--- src/rtl/svas_pkg.sv ---
// ----------------------------------------------------------------------------
// svas_pkg
// shared constants, pitch table and controller/datapath command types
// ----------------------------------------------------------------------------
package svas_pkg;

   localparam int SINE_ENTRIES  = 8192;
   localparam int PITCH_ENTRIES = 256;
   localparam int SINE_AW       = $clog2(SINE_ENTRIES);
   localparam int SINE_NW       = $clog2(SINE_ENTRIES + 1);

   localparam logic [63:0] PITCH_TOP = 64'd67878804062;
   localparam logic [63:0] SEMI_DOWN = 64'd126684666;
   localparam logic [63:0] ROT_BASE  = 64'd3294199;
   localparam logic [25:0] ROT_K     =
      26'((ROT_BASE * 64'd8192 + 64'(SINE_ENTRIES / 2)) / 64'(SINE_ENTRIES));

   localparam int CSR_AW = 2;
   localparam logic [CSR_AW-1:0] REG_SET0_ENV  = 2'd0;
   localparam logic [CSR_AW-1:0] REG_SET0_TONE = 2'd1;
   localparam logic [CSR_AW-1:0] REG_SET1_ENV  = 2'd2;
   localparam logic [CSR_AW-1:0] REG_SET1_TONE = 2'd3;

   typedef logic [36:0] pitch_word_type;
   typedef pitch_word_type pitch_rom_type [PITCH_ENTRIES];

   // semitone table, built from the top entry down, each lower index a semitone down
   function automatic pitch_rom_type build_pitch_rom();
      logic [63:0]   f;
      pitch_rom_type r;
      f = PITCH_TOP;
      for (int i = 0; i < PITCH_ENTRIES; i++) begin
         r[PITCH_ENTRIES-1-i] = f[36:0];
         f = (f * SEMI_DOWN) >> 27;
      end
      return r;
   endfunction

   localparam pitch_rom_type PITCH_ROM = build_pitch_rom();

   typedef enum logic [4:0] {
      OP_IDLE,
      OP_TRIG,
      OP_ATK,
      OP_DEC,
      OP_OSC,
      OP_SRD,
      OP_WAVE,
      OP_PIT_LO,
      OP_PIT_HI,
      OP_PIT_FIN,
      OP_AMP_A,
      OP_AMP_B,
      OP_AMP_FIN,
      OP_LOW_LO,
      OP_LOW_HI,
      OP_LOW_FIN,
      OP_RES_LO,
      OP_RES_HI,
      OP_RES_FIN,
      OP_BND_LO,
      OP_BND_HI,
      OP_BND_FIN,
      OP_FX_LO,
      OP_FX_HI,
      OP_FX_FIN,
      OP_FY_LO,
      OP_FY_HI,
      OP_FY_FIN
   } dp_op_type;

   typedef struct packed {
      dp_op_type op;
      logic      capture;
      logic      load_out;
   } dp_cmd_type;

   typedef struct packed {
      logic fill_last;
   } dp_status_type;

endpackage

--- src/rtl/svas_ctrl.sv ---
// ----------------------------------------------------------------------------
// svas_ctrl
// sequencer: table fill after reset, then one sample per transaction
// ----------------------------------------------------------------------------
module svas_ctrl import svas_pkg::*; (
   input  logic          clock,
   input  logic          reset,
   input  logic          req_tvalid,
   output logic          req_tready,
   output logic          rsp_tvalid,
   input  logic          rsp_tready,
   input  dp_status_type status,
   output dp_cmd_type    cmd
);

   typedef enum logic [4:0] {
      ST_IDLE, ST_TRIG, ST_ATK, ST_DEC, ST_OSC, ST_SRD, ST_WAVE,
      ST_PIT_LO, ST_PIT_HI, ST_PIT_FIN,
      ST_AMP_A, ST_AMP_B, ST_AMP_FIN,
      ST_LOW_LO, ST_LOW_HI, ST_LOW_FIN,
      ST_RES_LO, ST_RES_HI, ST_RES_FIN,
      ST_BND_LO, ST_BND_HI, ST_BND_FIN,
      ST_OUT,
      ST_FX_LO, ST_FX_HI, ST_FX_FIN,
      ST_FY_LO, ST_FY_HI, ST_FY_FIN
   } state_type;

   state_type state_ff, state_in;
   logic      rsp_tvalid_ff, rsp_tvalid_in;
   logic      accept;
   logic      load;

   assign accept = req_tvalid && (state_ff == ST_IDLE);
   assign load   = (state_ff == ST_OUT) && (!rsp_tvalid_ff || rsp_tready);

   always_comb begin
      state_in = state_ff;
      cmd.op   = OP_IDLE;
      case (state_ff)
         ST_IDLE:    if (accept) state_in = ST_TRIG;
         ST_TRIG:    begin cmd.op = OP_TRIG;    state_in = ST_ATK;     end
         ST_ATK:     begin cmd.op = OP_ATK;     state_in = ST_DEC;     end
         ST_DEC:     begin cmd.op = OP_DEC;     state_in = ST_OSC;     end
         ST_OSC:     begin cmd.op = OP_OSC;     state_in = ST_SRD;     end
         ST_SRD:     begin cmd.op = OP_SRD;     state_in = ST_WAVE;    end
         ST_WAVE:    begin cmd.op = OP_WAVE;    state_in = ST_PIT_LO;  end
         ST_PIT_LO:  begin cmd.op = OP_PIT_LO;  state_in = ST_PIT_HI;  end
         ST_PIT_HI:  begin cmd.op = OP_PIT_HI;  state_in = ST_PIT_FIN; end
         ST_PIT_FIN: begin cmd.op = OP_PIT_FIN; state_in = ST_AMP_A;   end
         ST_AMP_A:   begin cmd.op = OP_AMP_A;   state_in = ST_AMP_B;   end
         ST_AMP_B:   begin cmd.op = OP_AMP_B;   state_in = ST_AMP_FIN; end
         ST_AMP_FIN: begin cmd.op = OP_AMP_FIN; state_in = ST_LOW_LO;  end
         ST_LOW_LO:  begin cmd.op = OP_LOW_LO;  state_in = ST_LOW_HI;  end
         ST_LOW_HI:  begin cmd.op = OP_LOW_HI;  state_in = ST_LOW_FIN; end
         ST_LOW_FIN: begin cmd.op = OP_LOW_FIN; state_in = ST_RES_LO;  end
         ST_RES_LO:  begin cmd.op = OP_RES_LO;  state_in = ST_RES_HI;  end
         ST_RES_HI:  begin cmd.op = OP_RES_HI;  state_in = ST_RES_FIN; end
         ST_RES_FIN: begin cmd.op = OP_RES_FIN; state_in = ST_BND_LO;  end
         ST_BND_LO:  begin cmd.op = OP_BND_LO;  state_in = ST_BND_HI;  end
         ST_BND_HI:  begin cmd.op = OP_BND_HI;  state_in = ST_BND_FIN; end
         ST_BND_FIN: begin cmd.op = OP_BND_FIN; state_in = ST_OUT;     end
         ST_OUT:     if (load) state_in = ST_IDLE;
         ST_FX_LO:   begin cmd.op = OP_FX_LO;   state_in = ST_FX_HI;   end
         ST_FX_HI:   begin cmd.op = OP_FX_HI;   state_in = ST_FX_FIN;  end
         ST_FX_FIN:  begin cmd.op = OP_FX_FIN;  state_in = ST_FY_LO;   end
         ST_FY_LO:   begin cmd.op = OP_FY_LO;   state_in = ST_FY_HI;   end
         ST_FY_HI:   begin cmd.op = OP_FY_HI;   state_in = ST_FY_FIN;  end
         ST_FY_FIN: begin
            cmd.op   = OP_FY_FIN;
            state_in = status.fill_last ? ST_IDLE : ST_FX_LO;
         end
         default:    state_in = ST_IDLE;
      endcase
      cmd.capture  = accept;
      cmd.load_out = load;
   end

   assign rsp_tvalid_in = load ? 1'b1 : (rsp_tready ? 1'b0 : rsp_tvalid_ff);

   always_ff @(posedge clock) begin
      if (reset) begin
         state_ff      <= ST_FX_LO;
         rsp_tvalid_ff <= 1'b0;
      end else begin
         state_ff      <= state_in;
         rsp_tvalid_ff <= rsp_tvalid_in;
      end
   end

   assign req_tready = (state_ff == ST_IDLE);
   assign rsp_tvalid = rsp_tvalid_ff;

`ifndef SYNTHESIS
   a_accept_starts: assert property (@(posedge clock) disable iff (reset)
      accept |=> state_ff == ST_TRIG)
      else $error("accepted transaction did not start the trigger step");

   a_load_sets_valid: assert property (@(posedge clock) disable iff (reset)
      load |=> rsp_tvalid_ff)
      else $error("result load did not raise rsp_tvalid");

   a_valid_from_out: assert property (@(posedge clock) disable iff (reset)
      $rose(rsp_tvalid_ff) |-> $past(state_ff) == ST_OUT)
      else $error("rsp_tvalid rose outside the output step");
`endif

endmodule
--- config.mk ---
export PLATFORM = sky130hd
export DESIGN_NAME = svas_ctrl
export DESIGN_NICKNAME = d
export VERILOG_FILES = /design/src/rtl/svas_pkg.sv /design/src/rtl/svas_ctrl.sv
export SDC_FILE = /design/constraint.sdc
export NUM_CORES = 1
export LEC_CHECK = 0
export ABC_CLOCK_PERIOD_IN_PS = 2300
export BUFFER_PORTS_ARGS = -buffer_cell sky130_fd_sc_hd__buf_2
export CAP_MARGIN = 20
export CORE_AREA = 2 2 39 41
export DETAILED_ROUTE_END_ITERATION = 6
export DIE_AREA = 0 0 41 43
export PLACE_DENSITY_LB_ADDON = 0.25
export SETUP_SLACK_MARGIN = 0.1
export SLEW_MARGIN = 20
export SYNTH_ARGS = -nofsm -noshare
export SYNTH_HDL_FRONTEND = slang
export SYNTH_SLANG_ARGS = --single-unit
--- constraint.sdc ---
create_clock -name clock -period 2.3 [get_ports clock]
set_input_delay 0.69 -clock clock [delete_from_list [all_inputs] [get_ports clock]]
set_output_delay 0.69 -clock clock [all_outputs]
set_load 0.005 [all_outputs]
==> results of run 1 <==
==> how the worst max path moves through the flow <==
| stage | startpoint | to | slack, ns | depth (start not counted) |
|---|---|---|---|---|
| floorplan | state_ff[1] | cmd[1] | 0.34 | 5 |
| global placement | state_ff[0] | cmd[1] | 0.40 | 4 |
| detailed placement | state_ff[0] | cmd[1] | 0.38 | 4 |
| CTS | state_ff[0] | cmd[1] | 0.12 | 4 |
| global route | state_ff[1] | cmd[1] | 0.1 | 4 |
| finish | state_ff[1] | cmd[1] | 0.18 | 4 |
==> area by class of cell <==
cell class	count	share of cell area [%]
timing repair buffer	18	16.2
tap	16	3.05
multi-input combinational	55	56.8
inverter	2	1.14
clock buffer	3	3.43
sequential	6	19.4
==> cell families after synthesis <==
logic type,after synthesis,synth area share [%]
AO/OA/AOI/OAI,28,33.9
XOR/XNOR,1,1.61
buffers and inverters,12,11.0
flip-flops,6,22.0
multiplexers,1,2.06
AND/OR/NAND/NOR,25,29.4
==> power breakdown <==
group / switching [mW] / leakage, nW / internal [mW]
combinational: 0.171 / 0.229 / 0.165
clock: 0.0371 / 0.0138 / 0.0590
sequential: 0.0314 / 0.0504 / 0.132
==> through the flow <==
stage / util (%) / hold slack [ns]
after CTS: 46.1 / 0.516
after floorplan: - / 0.479
after global placement: 44.5 / 0.492
after global routing: 47.5 / 0.538
final: 47.5 / 0.507
after detailed placement: 44.5 / 0.508
==> routing by layer <==
metal	GRT usage (%)	routed length (um)	up-vias
li1	-	-	292
met1	22.6	620	247
met2	26.3	579	13
met3	4.71	45	0
met4	2.00	0	0
met5	0	0	-
==> registers in the layout (all words and copies together), names as in the netlist <==
name,flops
rsp_tvalid,1
state_ff,5
==> cell usage in the layout, fill, tap and decap left out, types with 2 or more instances in the layout <==
| cell type | instances |
|---|---|
| a21boi_0 | 3 |
| a21o_1 | 3 |
| a21oi_1 | 5 |
| a2bb2oi_1 | 2 |
| a31oi_1 | 2 |
| and2_1 | 2 |
| buf_2 | 13 |
| buf_4 | 4 |
| clkbuf_4 | 3 |
| dfxtp_1 | 4 |
| dfxtp_4 | 2 |
| inv_1 | 2 |
| nand2_1 | 2 |
| nand3_1 | 3 |
| nand4_1 | 3 |
| nor2_1 | 2 |
| nor2b_1 | 4 |
| nor4bb_1 | 2 |
| o21ai_0 | 7 |
| o2bb2ai_1 | 2 |
==> worst register-to-register path: stages (launching register included) <==
cell and delay [ns]:
dfxtp_4 0.36, or4_4 0.53, or3_1 0.36, a21o_1 0.17
==> cells in the mapped netlist, types with 2 or more instances <==
master	n	area, um^2
nor4bb_1	2	20.0
clkbuf_1	7	26.3
a21o_1	3	22.5
a21boi_0	3	22.5
nor2b_1	4	25.0
o2bb2ai_1	2	17.5
and2_1	2	12.5
nand3_1	3	15.0
nor2_1	3	11.3
nand4_1	3	18.8
a21oi_1	5	25.0
dfxtp_1	6	120
nand2_1	2	7.51
buf_4	2	15.0
o21ai_0	7	35.0
a2bb2oi_1	2	17.5
inv_1	2	7.51
a31oi_1	2	12.5
==> summary.md, run 1 <==
| Metric | Value |
|---|---|
| Status | `finished clean` |
| Pwr Density | `907 mW/mm^2` |
| Critical Path Source Type | `register` |
| Tot Pwr | `0.596 mW` |
| Gates resized, CTS repair | `0` |
| Final hold violation count | `0` |
| Final #Nets | `91` |
| Gr usage total | `16.7%` |
| Final Skew | `0.00372 ns` |
| Dpl hpwl | `900 um` |
| Iteration-0 DRC Markers | `6` |
| Vias in the first global route | `464` |
| # DRC | `0` |
| CTS buffer count | `3` |
| Initial Util | `39.4%` |
| Cell count of the worst reg-to-reg path | `3` |
| Crit path time final | `2.12 ns` |
| Ratio of cells with drive above 1 in the final layout | `31.0%` |
| Vias per std cell | `5.52` |
| Setup Total Neg Slack | `0 ns` |
| Post-CTS Hold Buffers | `0` |
| Slew @ Worst Pin | `0.361 ns` |
| Area growth syn-to-layout | `20.4%` |
| Kind of critical path | `register to primary output` |
| Hold depth | `2` |
| DR vias | `552` |
| I/O Buffers | `13` |
| Crit-path cells | `or4_4 -> nor2_4 -> and2_1 -> buf_2` |
| WP data required | `1.61 ns` |
| Hold WC Path Type | `register to register` |
| Final WL | `1250 um` |
| CTS clk-pin slew, worst paths | `0.05 ns` |
| Total of max-cap violations | `0` |
| Detail Route Antenna Nets | `0` |
| Pre-antenna DRT Iters | `4` |
| Slowest-stage cell, CP | `or4_4` |
| Die area | `0.00176 mm^2` |
| Worst relative slew slack | `75.6%` |
| CTS sink count | `6` |
| Slowest stage delay, CP | `0.53 ns` |
| Reg area | `128 um^2` |
| Worst-Skew Late Latency | `0.24 ns` |
| Die W | `41 um` |
| Drt wl/cell | `12.5 um` |
| Top-level I/O count | `14` |
| Antenna violations before repair | `0` |
| Flop2flop setup slack | `0.78 ns` |
| Post-synthesis register bit count | `6` |
| Pin count of the biggest net entering global routing | `20` |
| First-pass GRT wire length | `2060 um` |
| Synth async-reset ratio | `0%` |
| Syn Area/Cell | `7.47 um^2` |
| Placed instance count | `97` |
| Cells after Synth | `73` |
| Core ar. | `0.00138 mm^2` |
| Clk root buf | `clkbuf_4` |
| Reg-to-Reg End | `state_ff[0]` |
| Worst r2r src | `state_ff[1]` |
| RSZ-0062 raised after global routing | `true` |
| Final instance area | `657 um^2` |
| Final setup viols | `0` |
| Multi-input logic area | `373 um^2` |
| Post-Place Cell Area | `616 um^2` |
| Final Max Slew Viols | `0` |
| Leak | `0.293 nW` |
| Synth warn | `0` |
| Syn Nets | `78` |
| Layout Cells excl Fill | `100` |
| CP Max Fanout | `8` |
| # H-tree levels | `1` |
| Synth unique cells | `31` |
| Fmax | `472 MHz` |
| Worst hold path startpoint | `rsp_tvalid` |
| Fill cells | `138` |
| GRT overflow | `0` |
| RD Place Congestion | `0.721` |
| Register area share after synthesis | `22.0%` |
| Primary FF master, synth | `dfxtp_1` |
| Mapped Area | `546 um^2` |
| Place WS | `0.380 ns` |
| TritonCTS clock tree | `built` |
| PnR worst setup slack | `0.180 ns` |
| Cell Rows | `14` |
| Chip height | `43 um` |
| Period utilization | `92.2%` |
| Post-synth EDFFs | `0` |
| Top delay family on crit path | `simple AND/OR/NAND/NOR gates` |
| Worst path bufs/invs | `1` |
| Clock buffer depth | `2` |
| # diodes | `0` |
| Post-CTS Setup Repair Bufs | `0` |
| Hold Crit Endpoint | `rsp_tvalid` |
| Peak supply drop | `0.000387 V` |
| Crit. End Element | `primary output` |
| Arrival @ worst endpoint | `1.43 ns` |
No activity file was read; power rests on OpenSTA's default activity.
==> run 2: changes to the inputs <==
Settings changed: ABC_CLOCK_PERIOD_IN_PS 2300 to 2510, CORE_AREA 2 2 39 41 to 4 4 41 43, DIE_AREA 0 0 41 43 to 0 0 45 47.
Clock period 2.3 ns to 2.51 ns, I/O delays scaled along.
==> summary.md, run 2 (same netlist as run 1, synthesis figures left out) <==
| Metric | Value |
|---|---|
| Final Skew | `0.00378 ns (+0.0000598 ns)` |
| Gates resized, CTS repair | `0 (unchanged)` |
| Hold Crit Endpoint | `rsp_tvalid` |
| CP Max Fanout | `10 (+2)` |
| Final setup viols | `0 (unchanged)` |
| TritonCTS clock tree | `built` |
| Hold depth | `2 (unchanged)` |
| CTS sink count | `6 (unchanged)` |
| Crit path time final | `2.28 ns` |
| Most frequent cells in the layout | `buf_2, o21ai_0, dfxtp_1, a21oi_1, buf_4` |
| Slowest stage delay, CP | `0.41 ns (-0.12 ns)` |
| # diodes | `0 (unchanged)` |
| RD Place Congestion | `0.749 (+3.9%)` |
| Commonest non-fill, non-tap cell in the layout | `buf_2` |
| Cell Rows | `13 (-1)` |
| Initial Util | `41.9% (+2.5 points)` |
| Core ar. | `0.00130 mm^2 (-6.0%)` |
| Antenna violations before repair | `0 (unchanged)` |
| Leak | `0.291 nW (-0.71%)` |
| Pre-antenna DRT Iters | `4 (unchanged)` |
| Crit. End Element | `primary output` |
| Clk root buf | `clkbuf_4` |
| Critical Path Source Type | `register` |
| Worst hold path startpoint | `rsp_tvalid` |
| Setup Total Neg Slack | `0 ns (unchanged)` |
| Die W | `45 um (+9.8%)` |
| Reg-to-Reg End | `state_ff[0]` |
| Final Max Slew Viols | `0 (unchanged)` |
| Slew @ Worst Pin | `0.349 ns (-0.0122 ns)` |
| Arrival @ worst endpoint | `1.53 ns (+0.10 ns)` |
| Drt wl/cell | `12.3 um (-1.3%)` |
| Cell count of the worst reg-to-reg path | `4 (+1)` |
| Clock buffer depth | `2 (unchanged)` |
| DR vias | `553 (+0.18%)` |
| # H-tree levels | `1 (unchanged)` |
| Crit-path cells | `buf_4 -> or4_4 -> nor2_1 -> and2_1 -> buf_2` |
| Fmax | `438 MHz` |
| Gr usage total | `12.2% (-4.5 points)` |
| Total of max-cap violations | `0 (unchanged)` |
| First-pass GRT wire length | `1900 um (-7.7%)` |
| Largest register FFs | `5 (unchanged)` |
| Detail Route Antenna Nets | `0 (unchanged)` |
| Vias in the first global route | `441 (-5.0%)` |
| Pwr Density | `836 mW/mm^2 (-7.8%)` |
| Vias per std cell | `5.59 (+1.2%)` |
| Die area | `0.00212 mm^2 (+20%)` |
| Worst r2r src | `state_ff[3]` |
| I/O Buffers | `13 (unchanged)` |
| CTS clk-pin slew, worst paths | `0.04 ns (about the same)` |
| # DRC | `0 (unchanged)` |
| Chip height | `47 um (+9.3%)` |
| Area growth syn-to-layout | `16.7%` |
| Ratio of cells with drive above 1 in the final layout | `27.4% (-3.6 points)` |
| Final WL | `1220 um (-2.3%)` |
| Top-level I/O count | `14 (unchanged)` |
| Peak supply drop | `0.000350 V (-9.6%)` |
| Largest Register | `state_ff` |
| Period utilization | `91.0%` |
| RSZ-0062 raised after global routing | `false` |
| Post-CTS Hold Buffers | `0 (unchanged)` |
| Worst path bufs/invs | `2 (+1)` |
| Kind of critical path | `register to primary output` |
| Iteration-0 DRC Markers | `23 (+17)` |
| Final hold violation count | `0 (unchanged)` |
| Top delay family on crit path | `simple AND/OR/NAND/NOR gates` |
| GRT overflow | `0 (unchanged)` |
| Pin count of the biggest net entering global routing | `14 (-30%)` |
| Flop2flop setup slack | `0.94 ns (+0.16 ns)` |
| Dpl hpwl | `898 um (-0.23%)` |
| Status | `finished clean` |
| CTS buffer count | `3 (unchanged)` |
| Slowest-stage cell, CP | `or4_4` |
| Worst-Skew Late Latency | `0.24 ns (about the same)` |
| WP data required | `1.76 ns (+0.15 ns)` |
| Final #Nets | `91 (unchanged)` |
| Worst relative slew slack | `76.7% (+1.0 points)` |
| Util after Layout | `48.9% (+1.5 points)` |
| Post-CTS Setup Repair Bufs | `0 (unchanged)` |
| Hold WC Path Type | `register to register` |
-- run 2: final cells by class --
| class | count | area [um^2] |
|---|---|---|
| fill | 142 | 664 |
| sequential | 6 | 120 |
| multi-input combinational | 55 | 365 |
| clock buffer | 3 | 22.5 |
| tap | 15 | 18.8 |
| inverter | 2 | 7.51 |
| timing repair buffer | 18 | 103 |
-- run 2: power by group --
part	switching, mW	total (mW)	internal, mW	leakage, nW
sequential	0.0421	0.160	0.118	0.0499
combinational	0.141	0.289	0.147	0.227
clock	0.0300	0.0838	0.0538	0.0138
total	0.213	0.532	0.319	0.291
-- run 2: per-stage QoR --
step	cells	hold WS, ns	power, mW	instance area (um^2)	setup slack (ns)
global route	99	0.553	0.579	637	0.115
CTS	99	0.525	0.536	637	0.216
global placement	96	0.490	0.448	614	0.493
floorplan	73	0.479	0.366	546	0.484
finish	99	0.533	0.532	637	0.226
detailed placement	96	0.494	0.447	614	0.475
-- run 2: worst max-delay path by stage --
stage | startpoint | to | slack [ns] | cells after the start
after global placement | state_ff[3] | cmd[1] | 0.49 | 5
final | state_ff[3] | cmd[1] | 0.23 | 5
after floorplan | state_ff[1] | cmd[1] | 0.48 | 5
after detailed placement | state_ff[3] | cmd[1] | 0.48 | 5
after CTS | state_ff[3] | cmd[1] | 0.22 | 5
after global routing | state_ff[3] | cmd[1] | 0.12 | 5
-- run 2: worst min-delay path, stage by stage, from the launching register on --
cell	delay, ns
dfxtp_1	0.31
nand2b_1	0.09
a21oi_1	0.08
-- run 2: routing by layer --
metal,up-vias,GRT usage [%],part of all wire [%]
met3,0,5.75,5.9
li1,292,-,-
met2,15,18.6,48
met1,246,16.0,46
met4,0,1.75,0
met5,-,0,0
